<file path="src/hdl/sbl_pkg.sv">
package sbl_pkg;

    localparam int MAX_RADIUS_DEF = 63;
    localparam int CH_W           = 8;
    localparam int SUM_W          = 21;
    localparam int RAD_W          = 6;
    localparam int MUL_W          = 10;
    localparam int SHF_W          = 5;
    localparam int PADDR_W        = 4;
    localparam int PDATA_W        = 32;

    localparam logic [PADDR_W-3:0] REG_RADIUS = 2'd0;
    localparam logic [PADDR_W-3:0] REG_MULT   = 2'd1;
    localparam logic [PADDR_W-3:0] REG_SHIFT  = 2'd2;

    localparam logic [RAD_W-1:0] RADIUS_RST = 6'd1;
    localparam logic [MUL_W-1:0] MULT_RST   = 10'd512;
    localparam logic [SHF_W-1:0] SHIFT_RST  = 5'd11;

    typedef struct packed {
        logic load;
        logic clear_line;
        logic init_tap;
        logic issue;
        logic mul;
        logic emit;
    } t_cmd;

    typedef struct packed {
        logic emit_cond;
        logic line_end;
        logic last_tap;
        logic out_free;
    } t_stat;

endpackage

</file>
<file path="src/hdl/sbl_ctrl.sv">
module sbl_ctrl
    import sbl_pkg::*;
(
    input  logic  i_clk,
    input  logic  i_rst_n,
    input  logic  i_in_valid,
    input  t_stat i_stat,
    output logic  o_in_ready,
    output t_cmd  o_cmd
);
    localparam logic [2:0] S_IDLE  = 3'd0;
    localparam logic [2:0] S_CHECK = 3'd1;
    localparam logic [2:0] S_TAP   = 3'd2;
    localparam logic [2:0] S_DRAIN = 3'd3;
    localparam logic [2:0] S_MUL   = 3'd4;
    localparam logic [2:0] S_OUT   = 3'd5;

    logic [2:0] r_state;
    logic [2:0] n_state;

    always_ff @(posedge i_clk) begin
        if (!i_rst_n) begin
            r_state <= S_IDLE;
        end else begin
            r_state <= n_state;
        end
    end

    always_comb begin
        n_state    = r_state;
        o_cmd      = '0;
        o_in_ready = 1'b0;
        case (r_state)
            S_IDLE: begin
                o_in_ready = 1'b1;
                if (i_in_valid) begin
                    o_cmd.load = 1'b1;
                    n_state    = S_CHECK;
                end
            end
            S_CHECK: begin
                if (i_stat.emit_cond) begin
                    o_cmd.init_tap = 1'b1;
                    n_state        = S_TAP;
                end else begin
                    o_cmd.clear_line = i_stat.line_end;
                    n_state          = S_IDLE;
                end
            end
            S_TAP: begin
                o_cmd.issue = 1'b1;
                if (i_stat.last_tap) begin
                    n_state = S_DRAIN;
                end
            end
            S_DRAIN: n_state = S_MUL;
            S_MUL: begin
                o_cmd.mul = 1'b1;
                n_state   = S_OUT;
            end
            S_OUT: begin
                if (i_stat.out_free) begin
                    o_cmd.emit = 1'b1;
                    n_state    = S_CHECK;
                end
            end
            default: n_state = S_IDLE;
        endcase
    end
endmodule

</file>
<file path="config.mk">
export PLATFORM = sky130hd
export DESIGN_NAME = sbl_ctrl
export DESIGN_NICKNAME = d
export VERILOG_FILES = /design/src/hdl/sbl_pkg.sv /design/src/hdl/sbl_ctrl.sv
export SDC_FILE = /design/constraint.sdc
export NUM_CORES = 1
export LEC_CHECK = 0
export CAP_MARGIN = 20
export CORE_AREA = 3 3 40 42
export DETAILED_ROUTE_END_ITERATION = 7
export DIE_AREA = 0 0 43 45
export DONT_BUFFER_PORTS = 1
export GPL_TIMING_DRIVEN = 1
export SYNTH_ARGS = -nofsm -noshare
export SYNTH_HDL_FRONTEND = slang
export SYNTH_SLANG_ARGS = --single-unit
export TNS_END_PERCENT = 10
</file>
<file path="constraint.sdc">
create_clock -name i_clk -period 1.9 [get_ports i_clk]
set_clock_uncertainty 0.15 [all_clocks]
set_input_delay 0.38 -clock i_clk [delete_from_list [all_inputs] [get_ports i_clk]]
set_output_delay 0.38 -clock i_clk [all_outputs]
set_load 0.01 [all_outputs]
</file>
Word level (Yosys, flattened, before mapping)

Index checks and enable logic that the tools add are counted.

Output and inout bits: 7
Bits in registers: 3

Multiplexer cells: 15
Equality and inequality tests: 8
Reductions and logical operators: 2

Operators by type and width:

| cell                 | count |
|---|---|
| $pmux W3 S6          | 1 |
| $mux W1              | 9 |
| $mux W3              | 3 |
| $eq A3 B2 Y1 const B | 2 |
| $eq A3 B3 Y1 const B | 2 |
| $ne A2 B2 Y1 const B | 3 |
| $mux W2              | 2 |
| $eq A3 B1 Y1 const B | 1 |
| $logic_not A3 Y1     | 1 |
| $reduce_and A3 Y1    | 1 |

Longest topological paths before layout

Depth in word-level cells: 3
Gate-level depth with buffers: 4
Gate-level depth less buffers: 3

Worst setup path before layout

OpenSTA, ideal clock, no wires.

Path type: flip-flop to output port
Start: register r_state[2]
End: output port o_cmd[5] (netlist bit)
Cell stages (with the launch flop): 4
Slack: 413 ps
Path buffers: 1
Required time: 1370 ps
Data arrival time: 957 ps
Cell sequence: dfxtp_1 -> buf_2 -> nor3_1 -> and2_1

RTL lines:

| item                   | line           | RTL |
|---|---|---|
| start, declared        | sbl_ctrl.sv:18 | `logic [2:0] r_state;` |
| start signal, assigned | sbl_ctrl.sv:25 | `r_state <= n_state;` |
| end, declared          | sbl_ctrl.sv:9  | `output t_cmd o_cmd` |

==> metrics.txt <==
# TYPE chip_impl_metric gauge
chip_impl_info{name="run_status",value="completed"} 1
chip_impl_metric{name="yosysWarningCount",unit=""} 0
chip_impl_metric{name="post_cts_buffers",unit=""} 0
chip_impl_metric{name="drt_pre_antenna_iters",unit=""} 2
chip_impl_metric{name="hold_buffers",unit=""} 0
chip_impl_metric{name="drc_errors",unit=""} 0
chip_impl_metric{name="core",unit="sq um"} 1285
chip_impl_metric{name="drv.max_cap_violation_count",unit=""} 0
chip_impl_metric{name="gr-usage-met3",unit="%"} 3.586
chip_impl_metric{name="cts_made_buffers",unit=""} 3
chip_impl_metric{name="drive_above_1_share",unit="%"} 28.57
chip_impl_metric{name="final.setup.tns",unit="ps"} 0
chip_impl_metric{name="postLayoutCoreUtil",unit="%"} 20.35
chip_impl_info{name="cts_tree",value="yes"} 1
chip_impl_metric{name="clock_insertion_delay_worst_skew",unit="ps"} 230
chip_impl_metric{name="final_nets",unit=""} 36
chip_impl_metric{name="largest_register_ffs",unit=""} 3
chip_impl_metric{name="finalCritPeriodShare",unit="%"} 88.23
chip_impl_info{name="min_path_type",value="input pin to flip-flop"} 1
chip_impl_metric{name="hold-worst-slack",unit="ps"} 136.0
chip_impl_metric{name="worst_slew_pin_slew",unit="ps"} 397.1
chip_impl_metric{name="mappedNetlistNets",unit=""} 31
chip_impl_metric{name="grt_start_max_net_pins",unit=""} 11
chip_impl_metric{name="drt_iter0_drc",unit=""} 5
chip_impl_metric{name="cts.sink_count",unit=""} 3
chip_impl_metric{name="synthesis.area_per_instance",unit="sq um"} 8.915
chip_impl_metric{name="path_clk_slew",unit="ps"} 30
chip_impl_metric{name="ys_ff_latch",unit=""} 3
chip_impl_metric{name="via_per_inst",unit=""} 4.209
chip_impl_metric{name="summed_instance_area_of_the_synthesized_netlist",unit="sq um"} 214.0
chip_impl_info{name="busiest_layer",value="met1"} 1
chip_impl_info{name="ys_top_cells_by_area",value="sky130_fd_sc_hd__dfxtp_1, sky130_fd_sc_hd__nor3b_2, sky130_fd_sc_hd__nand3b_1, sky130_fd_sc_hd__and4bb_1, sky130_fd_sc_hd__and2b_4"} 1
chip_impl_info{name="crit_path_start_kind",value="flip-flop"} 1
chip_impl_metric{name="ctsLongestPathBuffers",unit=""} 2
chip_impl_metric{name="worst_ir_drop_vdd",unit="uV"} 251.8
chip_impl_metric{name="horizontal_extent_of_the_die",unit="microns"} 43
chip_impl_metric{name="start_util",unit="%"} 16.65
chip_impl_metric{name="antenna_viol_nets_final",unit=""} 0
chip_impl_metric{name="final_period_minus_worst_setup_slack",unit="ps"} 1676
chip_impl_metric{name="finalSetupViolations",unit=""} 0
chip_impl_metric{name="wire_per_inst",unit="microns"} 11.53
chip_impl_metric{name="dieHeight",unit="microns"} 45
chip_impl_metric{name="grt_usage",unit="%"} 5.736
chip_impl_metric{name="synthDistinctLibCells",unit=""} 20
chip_impl_metric{name="grt_pass1_vias",unit=""} 178
chip_impl_metric{name="timing_max_transition_violations_final",unit=""} 0
chip_impl_metric{name="maximum_clock_rate",unit="MHz"} 596.6
chip_impl_metric{name="report.final.hold_viol_count",unit=""} 0
chip_impl_metric{name="gr-usage-met1",unit="%"} 7.434
chip_impl_metric{name="area_delta_synth_final",unit="%"} 22.22
chip_impl_metric{name="worst_ep_arrival_time",unit="ps"} 1150
chip_impl_metric{name="crit_path_max_fanout",unit=""} 8
chip_impl_metric{name="globalRoute.totalOverflow",unit=""} 0
chip_impl_metric{name="yosysSeqAreaShare",unit="%"} 28.07
chip_impl_metric{name="top_level_ports",unit=""} 14
chip_impl_metric{name="num_antenna_cells",unit=""} 0
chip_impl_info{name="grt_setup_unrepaired",value="no"} 1
chip_impl_metric{name="p_leak",unit="nW"} 0.1027
chip_impl_metric{name="max_slew_margin",unit="%"} 73.47
chip_impl_metric{name="postRouteWirelength",unit="microns"} 496
chip_impl_metric{name="antenna_found_initial",unit=""} 0
chip_impl_metric{name="dp.final_hpwl",unit="microns"} 398
chip_impl_metric{name="grt_first_pass_wirelength",unit="microns"} 745
chip_impl_info{name="cell_at_the_root_of_the_clock_tree",value="sky130_fd_sc_hd__clkbuf_4"} 1
chip_impl_metric{name="detailroute.via_count",unit=""} 181
chip_impl_metric{name="h-tree-depth",unit=""} 1
chip_impl_info{name="registers_with_the_most_flip_flops",value="r_state: 3 flops"} 1
chip_impl_metric{name="gp_routability_congestion",unit=""} 0.5858
chip_impl_info{name="end_kind",value="output port"} 1
chip_impl_metric{name="power_per_cell_area",unit="nW/um^2"} 825.4
chip_impl_metric{name="grt_use_met2",unit="%"} 6.886
chip_impl_metric{name="postCtsResizedCells",unit=""} 0
chip_impl_info{name="register_with_the_most_flip_flops",value="r_state"} 1
chip_impl_metric{name="yosys.area.top_type_share",unit="%"} 28.07
chip_impl_info{name="synth_largest_area_cell",value="sky130_fd_sc_hd__dfxtp_1"} 1
chip_impl_metric{name="worst-endpoint-required",unit="ps"} 1370
chip_impl_metric{name="placement.io_buffers",unit=""} 0
chip_impl_metric{name="std_cell_rows",unit=""} 13
chip_impl_metric{name="postSynthCellCount",unit=""} 24
chip_impl_info{name="class_of_the_most_critical_setup_path",value="flip-flop to output port"} 1
chip_impl_metric{name="dieArea",unit="sq um"} 1935
cell usage after synthesis, drive strengths merged:
cell type / count
nor3b: 3
o21ai: 1
a21oi: 2
and2: 1
inv: 1
nand3: 1
nand2: 1
and3: 1
dfxtp: 3
nand2b: 1
buf: 1
nor3: 1
a21boi: 1
nand3b: 2
and3b: 1
and4bb: 1
and2b: 2
per-stage QoR:
step	std cells	worst slack (ps)	power, mW	instance area [sq um]
2_1_floorplan	24	412.5	0.09903	214.0
3_3_place_gp	39	456.8	0.1064	235.2
3_5_place_dp	39	448.5	0.1069	235.2
4_1_cts	43	195.9	0.2230	261.5
5_1_grt	43	135.3	0.2327	261.5
6_report	43	223.7	0.2158	261.5
power breakdown:
group          leakage, nW  switching, mW  internal, mW
Sequential          0.0245        0.00686        0.0670
Clock               0.0150         0.0318        0.0786
Combinational       0.0632         0.0142        0.0175
Total                0.103         0.0528         0.163
cell usage in the layout, fill, tap and decap left out:
master	synthesis	layout
sky130_fd_sc_hd__a21boi_0	1	1
sky130_fd_sc_hd__a21oi_1	1	1
sky130_fd_sc_hd__a21oi_2	1	1
sky130_fd_sc_hd__and2_1	1	1
sky130_fd_sc_hd__and2b_1	1	1
sky130_fd_sc_hd__and2b_4	1	1
sky130_fd_sc_hd__and3_1	1	1
sky130_fd_sc_hd__and3b_1	1	1
sky130_fd_sc_hd__and4bb_1	1	1
sky130_fd_sc_hd__buf_4	0	1
sky130_fd_sc_hd__clkbuf_1	0	1
sky130_fd_sc_hd__clkbuf_4	0	3
sky130_fd_sc_hd__dfxtp_1	3	3
sky130_fd_sc_hd__inv_1	1	1
sky130_fd_sc_hd__nand2_1	1	1
sky130_fd_sc_hd__nand2b_1	1	1
sky130_fd_sc_hd__nand3_1	1	1
sky130_fd_sc_hd__nand3b_1	2	2
sky130_fd_sc_hd__nor3_1	1	1
sky130_fd_sc_hd__nor3b_1	1	1
sky130_fd_sc_hd__nor3b_2	2	2
sky130_fd_sc_hd__o21ai_0	1	1
critical path, stage by stage (launching register included):
cell	delay, ps
sky130_fd_sc_hd__dfxtp_1	450
sky130_fd_sc_hd__and2b_4	210
sky130_fd_sc_hd__and4bb_1	250
final timing paths:
path / startpoint / endpoint / slack (ps) / cells past startpoint
min reg2reg: r_state[1] / r_state[2] / 450 / 2
min: i_stat[1] / r_state[0] / 140 / 2
max reg2reg: r_state[1] / r_state[0] / 760 / 3
max: r_state[0] / o_cmd[4] / 220 / 2
final cells by class:
| cell class | instances | area [sq um] |
|---|---|---|
| multi-input cells | 19 | 145.1 |
| repair buffers | 1 | 7.507 |
| clock buffers | 4 | 26.28 |
| fillers | 148 | 1023 |
| inverters | 1 | 3.754 |
| well taps | 15 | 18.77 |
| flip-flops and latches | 3 | 60.06 |
per-layer routing:
metal / wire, microns / vias up
met3: 34 / 0
met1: 231 / 78
li1: - / 92
met5: 0 / -
met2: 230 / 11
met4: 0 / 0
cells by family after synthesis:
kind of cell,count (synthesis),share of synthesized area [%]
AO/OA/AOI/OAI,4,12.28
buffers and inverters,2,4.090
AND/OR/NAND/NOR,15,55.55
flip-flops,3,28.07
Power figures use the tool's default switching activity.
