**config.mk**
```make
export PLATFORM = sky130hd
export DESIGN_NAME = sbl_cfg
export DESIGN_NICKNAME = d
export VERILOG_FILES = /design/src/hdl/sbl_pkg.sv /design/src/hdl/sbl_cfg.sv
export SDC_FILE = /design/constraint.sdc
export NUM_CORES = 1
export LEC_CHECK = 0
export BUFFER_PORTS_ARGS = -buffer_cell sky130_fd_sc_hd__buf_2
export CAP_MARGIN = 20
export CORE_MARGIN = 10
export CORE_UTILIZATION = 24
export DETAILED_ROUTE_END_ITERATION = 8
export PLACE_DENSITY = 0.54
export SKIP_CTS_REPAIR_TIMING = 1
export SLEW_MARGIN = 10
export SYNTH_ARGS = -nofsm -noshare
export SYNTH_HDL_FRONTEND = slang
export SYNTH_SLANG_ARGS = --single-unit
export TNS_END_PERCENT = 1
```
**constraint.sdc**
```tcl
create_clock -name i_clk -period 1.9 [get_ports i_clk]
set_input_delay 0.285 -clock i_clk [delete_from_list [all_inputs] [get_ports i_clk]]
set_output_delay 0.285 -clock i_clk [all_outputs]
set_load 0.005 [all_outputs]
```
**src/hdl/sbl_pkg.sv**
```systemverilog
package sbl_pkg;

    localparam int MAX_RADIUS_DEF = 63;
    localparam int CH_W           = 8;
    localparam int SUM_W          = 21;
    localparam int RAD_W          = 6;
    localparam int MUL_W          = 10;
    localparam int SHF_W          = 5;
    localparam int PADDR_W        = 4;
    localparam int PDATA_W        = 32;

    localparam logic [PADDR_W-3:0] REG_RADIUS = 2'd0;
    localparam logic [PADDR_W-3:0] REG_MULT   = 2'd1;
    localparam logic [PADDR_W-3:0] REG_SHIFT  = 2'd2;

    localparam logic [RAD_W-1:0] RADIUS_RST = 6'd1;
    localparam logic [MUL_W-1:0] MULT_RST   = 10'd512;
    localparam logic [SHF_W-1:0] SHIFT_RST  = 5'd11;

    typedef struct packed {
        logic load;
        logic clear_line;
        logic init_tap;
        logic issue;
        logic mul;
        logic emit;
    } t_cmd;

    typedef struct packed {
        logic emit_cond;
        logic line_end;
        logic last_tap;
        logic out_free;
    } t_stat;

endpackage

```
**src/hdl/sbl_cfg.sv**
```systemverilog
module sbl_cfg
    import sbl_pkg::*;
(
    input  logic               i_clk,
    input  logic               i_rst_n,
    input  logic               psel,
    input  logic               penable,
    input  logic               pwrite,
    input  logic [PADDR_W-1:0] paddr,
    input  logic [PDATA_W-1:0] pwdata,
    output logic [PDATA_W-1:0] prdata,
    output logic               pready,
    output logic [RAD_W-1:0]   o_radius,
    output logic [MUL_W-1:0]   o_mult,
    output logic [SHF_W-1:0]   o_shift
);
    logic [RAD_W-1:0]   r_radius;
    logic [MUL_W-1:0]   r_mult;
    logic [SHF_W-1:0]   r_shift;
    logic               wr;
    logic [PADDR_W-3:0] idx;

    assign pready = 1'b1;
    assign wr     = psel & penable & pwrite;
    assign idx    = paddr[PADDR_W-1:2];

    always_ff @(posedge i_clk) begin
        if (!i_rst_n) begin
            r_radius <= RADIUS_RST;
            r_mult   <= MULT_RST;
            r_shift  <= SHIFT_RST;
        end else if (wr) begin
            case (idx)
                REG_RADIUS: r_radius <= pwdata[RAD_W-1:0];
                REG_MULT:   r_mult   <= pwdata[MUL_W-1:0];
                REG_SHIFT:  r_shift  <= pwdata[SHF_W-1:0];
                default: ;
            endcase
        end
    end

    always_comb begin
        case (idx)
            REG_RADIUS: prdata = PDATA_W'(r_radius);
            REG_MULT:   prdata = PDATA_W'(r_mult);
            REG_SHIFT:  prdata = PDATA_W'(r_shift);
            default:    prdata = '0;
        endcase
    end

    assign o_radius = r_radius;
    assign o_mult   = r_mult;
    assign o_shift  = r_shift;
endmodule

```
---- Yosys cells after proc, flatten, opt, wreduce, memory -nomap -nowiden ----
Index checks and enable logic that the tools add are counted.
cells by class
  eq/ne operators ......................... 2
  reduce and logical (&&, ||, !) cells .... 4
  muxes and demuxes ....................... 1
  bitwise operators ....................... 2
operator list
  cell                                                                   count
  10-bit case mux with 3 select lines                                    1
  2-bit AND reduction                                                    3
  1-bit bitwise AND                                                      2
  2-bit by 1-bit equality test with 1-bit output, second input constant  1
  2-bit equality test, second input constant                             1
  2-bit zero test                                                        1
word-level totals
  bits of input ports ..................... 41
  flip-flop bits (word level) ............. 21
  logic and storage cells ................. 12
  output and inout bits ................... 54

---- Longest topological paths before layout ----
Gate-level depths: netlist of run 1.
  depth in word-level cells ............... 3
  mapped depth ............................ 6
  depth with buffers taken out ............ 3

---- Least setup slack after synthesis of run 1 ----
Ideal clock, no wire load.
  path type ............................... input port to flip-flop
  from .................................... input port paddr[2]
  to ...................................... register r_shift[2], in the netlist o_shift[2]
  library setup time ...................... 0.072 ns
  setup slack ............................. 0.737 ns
  arrival ................................. 1.091 ns
  buffers on the path ..................... 3
  required time ........................... 1.828 ns
  cell stages on the path ................. 6
  cell sequence ........................... buf_4 -> nor2b_1 -> buf_6 -> and2_1 -> buf_4 -> mux2i_1
on the way
  cells in the longest elaborated chain, start to end .. 2
ends and longest elaborated chain
  element                               line           text
  from (decl)                           sbl_cfg.sv:9   input logic [PADDR_W-1:0] paddr,
  2-bit equality test                   sbl_cfg.sv:33  case (idx)
  2-bit AND reduction (no source line)  -
  to (signal assigned)                  sbl_cfg.sv:36  REG_SHIFT: r_shift <= pwdata[SHF_W-1:0];
  to (decl)                             sbl_cfg.sv:19  logic [SHF_W-1:0] r_shift;
Every way passes these cells.
A chain may end at the register's enable or synchronous reset.

---- Final worst setup path of run 1 ----
  from .................................... input port paddr[3]
  to ...................................... output port prdata[4]
on the way
  cells in the longest elaborated chain, start to end .. 2
  elaborated cells on any way between the ends .. 4
  classes of those cells .................. eq/ne (2); mux (1); reduce/logical (1)
ends and longest elaborated chain
  element                                      line           text
  2-bit equality test (tied with other cells)  sbl_cfg.sv:43  case (idx)
  10-bit case mux with 3 select lines (*)      sbl_cfg.sv:43
  to (decl)                                    sbl_cfg.sv:11  output logic [PDATA_W-1:0] prdata,
Every way passes the cells marked *; elsewhere a longest branch is shown, timed or not.

==> results.md, run 1 <==
* IO Port Bufs at 47
* DRC violations left at 0
* Pwr Density at between 600 and 700 nW/um^2
* #FFs+latches synth at 21
* Antenna viol nets, final at 0
* Worst-path clk slew at roughly 0.09 ns
* Drt pass-1 iters at 3
* Worst Tran Pin Value at ~0.52 ns
* Max Fclk at between 0.7 and 0.8 GHz
* Clk_skew at 0 ns
* Rows at 25
* Fin Setup TNS at 0 ns
* GRT overflow at 0
* CTS Buf Count at 3
* Largest net degree at the start of global routing at 32
* Worst endpoint data arrival time at between 1 and 1.5 ns
* Final core utilization at roughly 30%
* Pwr Total at 862 uW
* Post-DR vias/cell at 3.80
* Worst setup SP type: primary input
* Via Count at 938
* Worst-Skew Late Latency at approximately 0.26 ns
* Max Cap Viol at 0
* Worst slack, placed at a little under 0.5 ns
* Total Nets Final at 222
* Synth warnings at 0
* Antenna violations before repair at 0
* Synth cell types at 20
* Mapped Cells at roughly 140
* Clock Tree Buf Depth at 2
* CP Data Required Time at 1.62 ns
* Min Hold Slack at between 0.2 and 0.3 ns
* N_diodes at 0
* CP Class: in -> out
* Vias in the first global route at 960
* Crit Path Max Fanout at 9
* Register area share after synthesis at roughly 36%
* R2r startpoint: o_shift[0]
* Most area-consuming cells after synthesis: dfxtp_1, mux2i_1, buf_4
* Worst Setup SP: paddr[3]
* First-pass GRT wire length at 5.14 mm
* Yosys top cell area share at 35.8%
* Final hold vios at 0
* Period utilisation layout at 71.8%
* GPL Wtd Cong at between 0.7 and 0.8
* Total wire length at between 3 and 4 mm
* Crit path capture type: output port
* Total core area at approximately 4700 um^2
* Unrepaired setup endpoints after global routing: false
* Syn_area_per_cell at 8.50 um^2
* H-tree levels at 1
* Max-slew violation count at 0
* CTS root buffer: clkbuf_8
* CTS sink cnt at 21
* WL/cell at around 14 um
* Area Overhead vs Synth at 19.4%
* Commonest non-fill, non-tap cell in the layout: buf_2
* Die area at 8090 um^2
* Synthesized area at 1170 um^2
* Final critical-path required period at between 1 and 1.5 ns
* IO Count at between 90 and 100
* Most frequent cells in the layout: buf_2, nand2_1, mux2i_1, conb_1, dfxtp_1
* VDD IR max at around 0.34 mV
* Final worst slack at roughly 0.54 ns
* Die Span X at between 80 and 90 um
* Overall global routing resource usage at slightly below 8%
* Die Y at 89.9 um
* Hpwl dp at approximately 2.6 mm
* Fraction of layout cells with a size suffix above 1 at 30.0%
* Classification of the worst-slack hold path: in -> reg
* Hold path startpoint: pwdata[7]
* Iteration-0 DRC Markers at 26
* LEAKAGE at 0.000722 uW
* CTS tree: done
* Initial core utilization at 24.8%
* Max_slew headroom at between 60% and 70%
* Top cell type by total area after synthesis: dfxtp_1
* Final setup viols at 0
* Status: finished clean
## power by group
group	leakage (uW)	internal, uW	switching, uW
registers	0.000170	446	4.23
logic	0.000530	39.0	61.4
clock network	0.0000217	148	163
## state kept, by name, summed over array words and instances (netlist names)
signal    flops
o_radius      6
o_mult       10
o_shift       5
## through the flow
stage,area (um^2),cells
6_report,1400,247
4_1_cts,1400,247
3_5_place_dp,1350,243
3_3_place_gp,1350,243
2_1_floorplan,1250,159
5_1_grt,1400,247
## cell type report
type / instances / area [um^2]
sequential: 21 / 420
multi-input combinational: 104 / 594
fill: 534 / 3320
timing repair buffer: 48 / 243
clock inverter: 1 / 7.51
tap: 67 / 83.8
clock buffer: 3 / 41.3
inverter: 3 / 11.3
## final timing paths
check	endpoint	slack (ns)	cells after the start
worst min-delay path	o_mult[7]	0.25	3
worst max register to register	o_shift[0]	1.13	3
worst min register to register	o_mult[7]	0.47	2
worst max-delay path	prdata[4]	0.54	6
## metal layers
metal  GRT usage [%]  share of wire, %  wire (um)
met1            8.13                42       1410
met2            13.7                49       1630
met3            3.91               8.7        290
met4            1.19              0.45         15
met5               0                 0          0
## cell usage after synthesis
master    number
a21oi_1        2
and2_1         5
and2_4         1
and2b_4        1
and3_1         1
buf_2          1
buf_4         25
buf_6          2
clkbuf_1       3
conb_1         2
dfxtp_1       21
inv_1          3
mux2i_1       23
nand2_1       31
nand2b_1       1
nand3_1        3
nor2_1         2
nor2b_1        3
o211ai_1       3
o21ai_0        5
## critical path, cell delays in order
cell and delay [ns]:
buf_2 0.20, nor2b_1 0.15, buf_4 0.18, nand2_1 0.06, o21ai_0 0.07, buf_2 0.14
## logic make-up after synthesis
family                 synth area share, %
and+or+nand+nor                       18.8
buffers and inverters                 20.3
muxes                                 19.6
DFF                                   35.8
AOI/OAI and AO/OA                     4.90
other                                0.640
No activity file was read; power rests on OpenSTA's default activity.
==> run 2: changes to the inputs <==
Settings changed: PLACE_DENSITY 0.54 to 0.56.
Clock period 1.9 ns to 1.2 ns, I/O delays scaled along.
==> results.md, run 2 (same netlist as run 1, synthesis figures left out) <==
* N_diodes at 0 (unchanged)
* Max incr delay on CP at 0.33 ns (+0.13 ns)
* Worst Path Buf+Inv at 1 (-2)
* Antenna violations before repair at 0 (unchanged)
* First-pass GRT wire length at 5.16 mm (+0.41%)
* Commonest non-fill, non-tap cell in the layout: buf_2
* Total Nets Final at 231 (+4.1%)
* Overall global routing resource usage at 7.66% (-0.063 points)
* Die area at 8090 um^2 (unchanged)
* Max reg flops at 10 (unchanged)
* Antenna viol nets, final at 0 (unchanged)
* Rows at 25 (unchanged)
* Die Y at 89.9 um (unchanged)
* DP Area at 1420 um^2 (+5.0%)
* Worst endpoint data arrival time at 0.95 ns (-0.13 ns)
* Pwr Density at 923 nW/um^2 (+50%)
* Final setup viols at 0 (unchanged)
* CTS sink cnt at 21 (unchanged)
* Crit path capture type: output port
* Worst-Skew Late Latency at 0.26 ns (about the same)
* Post-DR vias/cell at 3.88 (+2.0%)
* H-tree levels at 1 (unchanged)
* Clock Tree Buf Depth at 2 (unchanged)
* Final worst slack at 0.0660 ns (-0.469 ns)
* CTS tree: done
* WL/cell at 12.7 um (-6.7%)
* Clk_skew at 0 ns (unchanged)
* Largest net degree at the start of global routing at 14 (-56%)
* Worst-path clk slew at 0.08 ns (about the same)
* CTS root buffer: clkbuf_8
* Initial core utilization at 24.8% (unchanged)
* Worst setup SP type: flop
* Via Count at 992 (+5.8%)
* Max-slew violation count at 0 (unchanged)
* Die Span X at 89.9 um (unchanged)
* Top delay family on crit path: flip-flops
* Area Overhead vs Synth at 26.0%
* CP Class: reg -> out
* Final hold vios at 0 (unchanged)
* Max Fclk at approximately 0.88 GHz
* CTS Buf Count at 3 (unchanged)
* VDD IR max at 0.378 mV (+11%)
* Total wire length at 3.24 mm (-3.3%)
* Hpwl dp at 2.68 mm (+3.5%)
* Worst slack, placed at 0.0666 ns (-0.425 ns)
* GRT overflow at 0 (unchanged)
* Crit path cell chain: mux2i_1 -> o21ai_1 -> buf_2
* Most frequent cells in the layout: buf_2, nand2_1, mux2i_1, conb_1, dfxtp_1
* IO Count at 95 (unchanged)
* Post-Layout Inst Area at 1480 um^2 (+5.5%)
* Fraction of layout cells with a size suffix above 1 at 38.1% (+8.1 points)
* IO Port Bufs at 47 (unchanged)
* Crit Path Max Fanout at 3 (-6)
* Drt pass-1 iters at 4 (+1)
* Iteration-0 DRC Markers at 42 (+62%)
* Classification of the worst-slack hold path: in -> reg
* Slowest CP cell: dfxtp_2
* DRC violations left at 0 (unchanged)
* GPL Wtd Cong at 0.693 (-2.9%)
* LEAKAGE at 0.000772 uW (+6.9%)
* Status: finished clean
* CP Data Required Time at 1.02 ns (-0.60 ns)
* Period utilisation layout at between 90% and 100%
* Unrepaired setup endpoints after global routing: true
* Final critical-path required period at 1.13 ns
* Total core area at 4720 um^2 (unchanged)
* Min Hold Slack at 0.156 ns (-0.0976 ns)
* Vias in the first global route at 1,011 (+5.3%)
* Max Cap Viol at 0 (unchanged)
## run 2: cell types whose count changed in the layout (fill, tap and decap cells not counted)
| cell | delta |
|---|---|
| clkinv_2 | +1 |
| buf_4 | +9 |
| clkinvlp_4 | -1 |
| o21ai_0 | -5 |
| nor2b_1 | -1 |
| o21ai_1 | +5 |
| dfxtp_1 | -8 |
| nor2b_2 | +1 |
| dfxtp_2 | +8 |
## run 2: worst reg2reg max path, cell delays in order (launching register included)
cell	delay, ns
dfxtp_1	0.32
nand2b_1	0.13
a21oi_1	0.12
a21oi_1	0.05
## run 2: metrics by stage
stage	power, uW	utilization (%)	cells	setup TNS [ns]
after floorplan	878	-	159	0
after global placement	903	30.1	252	0
after detailed placement	905	30.1	252	0
after CTS	1380	31.0	256	-0.0368
after global routing	1440	31.3	256	-0.00644
final	1360	31.3	256	0
## run 2: final cells by class
type / instances / area [um^2]
well taps: 67 / 83.8
fillers: 532 / 3240
clock buffers: 3 / 41.3
multi-input cells: 104 / 597
inverters: 3 / 11.3
clock inverters: 1 / 5.00
repair buffers: 57 / 310
flip-flops and latches: 21 / 430
## run 2: worst paths after layout
kind,slack [ns],cells past startpoint,start,end
setup / recovery,0.07,3,o_mult[0],prdata[0]
hold / removal,0.16,3,pwdata[6],o_mult[6]
setup reg to reg,0.47,3,o_shift[0],o_shift[0]
hold reg to reg,0.46,2,o_mult[1],o_mult[1]
## run 2: where the power goes
group / internal (uW) / switching (uW)
clock network: 232 / 242
registers: 707 / 6.92
logic: 78.1 / 99.6
## run 2: routing by layer
metal	vias to the layer above	global-route usage (%)	wire length, um
li1	499	-	-
met1	453	8.39	1320
met2	35	12.8	1580
met3	5	3.57	300
met4	0	2.39	39
met5	-	0	0
==> run 3: changes to the inputs <==
Settings changed: MAX_ROUTING_LAYER set to met4.
Clock period 1.2 ns to 0.99 ns, I/O delays scaled along.
==> results.md, run 3 (same netlist as run 1, synthesis figures left out) <==
* GR Layer Usage met2 at 14.1% (+1.3 points)
* Total wire length at 3.38 mm (+4.4%)
* Area Overhead vs Synth at 34.1%
* Failing checks: setup timing
* Most frequent cells in the layout: buf_2, nand2_1, mux2i_1, conb_1, buf_4
* Worst-path clk slew at 0.08 ns (about the same)
* R2r startpoint: o_shift[0]
* Worst endpoint data arrival time at 0.96 ns (about the same)
* Antenna viol nets, final at 0 (unchanged)
* Internal power at 1250 uW (+23%)
* Fraction of layout cells with a size suffix above 1 at 44.9% (+6.8 points)
* GPL Wtd Cong at 0.724 (+4.4%)
* Classification of the worst-slack hold path: in -> reg
* IO Count at 95 (unchanged)
* Final critical-path required period at approximately 1.1 ns
* Crit path capture type: output port
* CP Data Required Time at 0.84 ns (-0.18 ns)
* Final core utilization at 33.3% (+2.0 points)
* Final setup viols at 6 (+6)
* Max reg flops at 10 (unchanged)
* DRC violations left at 0 (unchanged)
* CTS root buffer: clkbuf_8
* Die Y at 89.9 um (unchanged)
* Sw Share at 24.9% (-0.62 points)
* Worst Setup SP: o_mult[3]
* Hold path startpoint: pwdata[6]
* Total Nets Final at 238 (+3.0%)
* WL/cell at 12.9 um (+1.6%)
* Max Fclk at 0.904 GHz
* Vias in the first global route at 1,126 (+11%)
* Post-DR vias/cell at 3.86 (-0.40%)
* VDD IR max at 0.468 mV (+24%)
* Commonest non-fill, non-tap cell in the layout: buf_2
* N_diodes at 0 (unchanged)
* Crit Path Max Fanout at 3 (unchanged)
* LEAKAGE at 0.000819 uW (+6.1%)
* First-pass GRT wire length at 5.44 mm (+5.3%)
* Status: finished with violations
* Antenna violations before repair at 0 (unchanged)
* Final hold vios at 0 (unchanged)
* Max Cap Viol at 0 (unchanged)
* Worst slack, placed at -0.110 ns (-0.177 ns)
* Max-slew violation count at 0 (unchanged)
* Largest net degree at the start of global routing at 14 (unchanged)
* Clk_skew at 0 ns (unchanged)
* Rows at 25 (unchanged)
* CP Class: reg -> out
* Initial core utilization at 24.8% (unchanged)
* Die area at 8090 um^2 (unchanged)
* Register share of total power at 51.9% (-0.4 points)
* Iteration-0 DRC Markers at 25 (-40%)
* Drt pass-1 iters at 4 (unchanged)
* Total core area at 4720 um^2 (unchanged)
* IO Port Bufs at 47 (unchanged)
* Logic pwr share at 14.5% (+1.5 points)
* Hpwl dp at 2.82 mm (+5.2%)
* H-tree levels at 1 (unchanged)
* CTS Buf Count at 3 (unchanged)
* Gr busiest metal: met2
* CTS tree: done
* Via Count at 1,015 (+2.3%)
* CTS sink cnt at 21 (unchanged)
* Die Span X at 89.9 um (unchanged)
* GR met3 Demand/Resource at 2.41% (-1.2 points)
* GRT met1 Usage at 8.72% (+0.33 points)
* Unrepaired setup endpoints after global routing: true
* Worst-Skew Late Latency at 0.26 ns (about the same)
* Period utilisation layout at 112%
* Clock Tree Buf Depth at 2 (unchanged)
* GRT overflow at 0 (unchanged)
* Final worst slack at -0.116 ns (-0.182 ns)
* Pwr Density at 1060 nW/um^2 (+15%)
* Worst setup SP type: flop
* Clock power frac at 33.7% (-1.0 points)
* Fillers at 533 (+0.19%)
* Overall global routing resource usage at 8.27% (+0.61 points)
* Net Sw Power at 416 uW (+19%)
run 3: power by group through the flow:
stage / combinational (uW) / clock (uW) / sequential, uW
global route: 274 / 620 / 868
CTS: 229 / 587 / 865
finish: 241 / 562 / 866
detailed placement: 228 / 0 / 885
global placement: 226 / 0 / 884
floorplan: 183 / 0 / 885
run 3: per-stage QoR:
step                area (um^2)  setup TNS [ns]  power, uW  hold WS [ns]  cells
floorplan                  1260               0       1070         0.291    159
global placement           1460           -1.69       1110         0.396    257
detailed placement         1460           -1.95       1110         0.406    257
CTS                        1510           -1.13       1680         0.127    261
global route               1570           -1.12       1760         0.116    263
finish                     1570          -0.536       1670         0.121    263
run 3: path summary, 6_finish.rpt:
check                to  slack (ns)  cells after the start
min           o_mult[6]        0.12                      3
max           prdata[3]       -0.12                      3
min reg2reg   o_mult[6]        0.47                      2
max reg2reg  o_shift[0]        0.25                      3
run 3: metal layers:
metal | up-vias | routed length (um) | part of all wire [%]
met3 | 2 | 227 | 6.7
li1 | 511 | - | -
met1 | 465 | 1410 | 42
met4 | 0 | 31 | 0.92
met2 | 37 | 1710 | 51
met5 | - | 0 | 0
run 3: layout make-up:
| class | count | area (um^2) | share of cell area [%] |
|---|---|---|---|
| multi-input combinational | 104 | 602 | 38.2 |
| sequential | 21 | 439 | 27.9 |
| timing repair buffer | 64 | 392 | 24.9 |
| tap | 67 | 83.8 | 5.33 |
| clock buffer | 3 | 41.3 | 2.62 |
| inverter | 3 | 11.3 | 0.715 |
| clock inverter | 1 | 5.00 | 0.318 |
run 3: critical path, stage by stage (launching register included):
cell	delay [ns]
dfxtp_2	0.33
mux2i_1	0.17
o21ai_1	0.07
buf_2	0.12
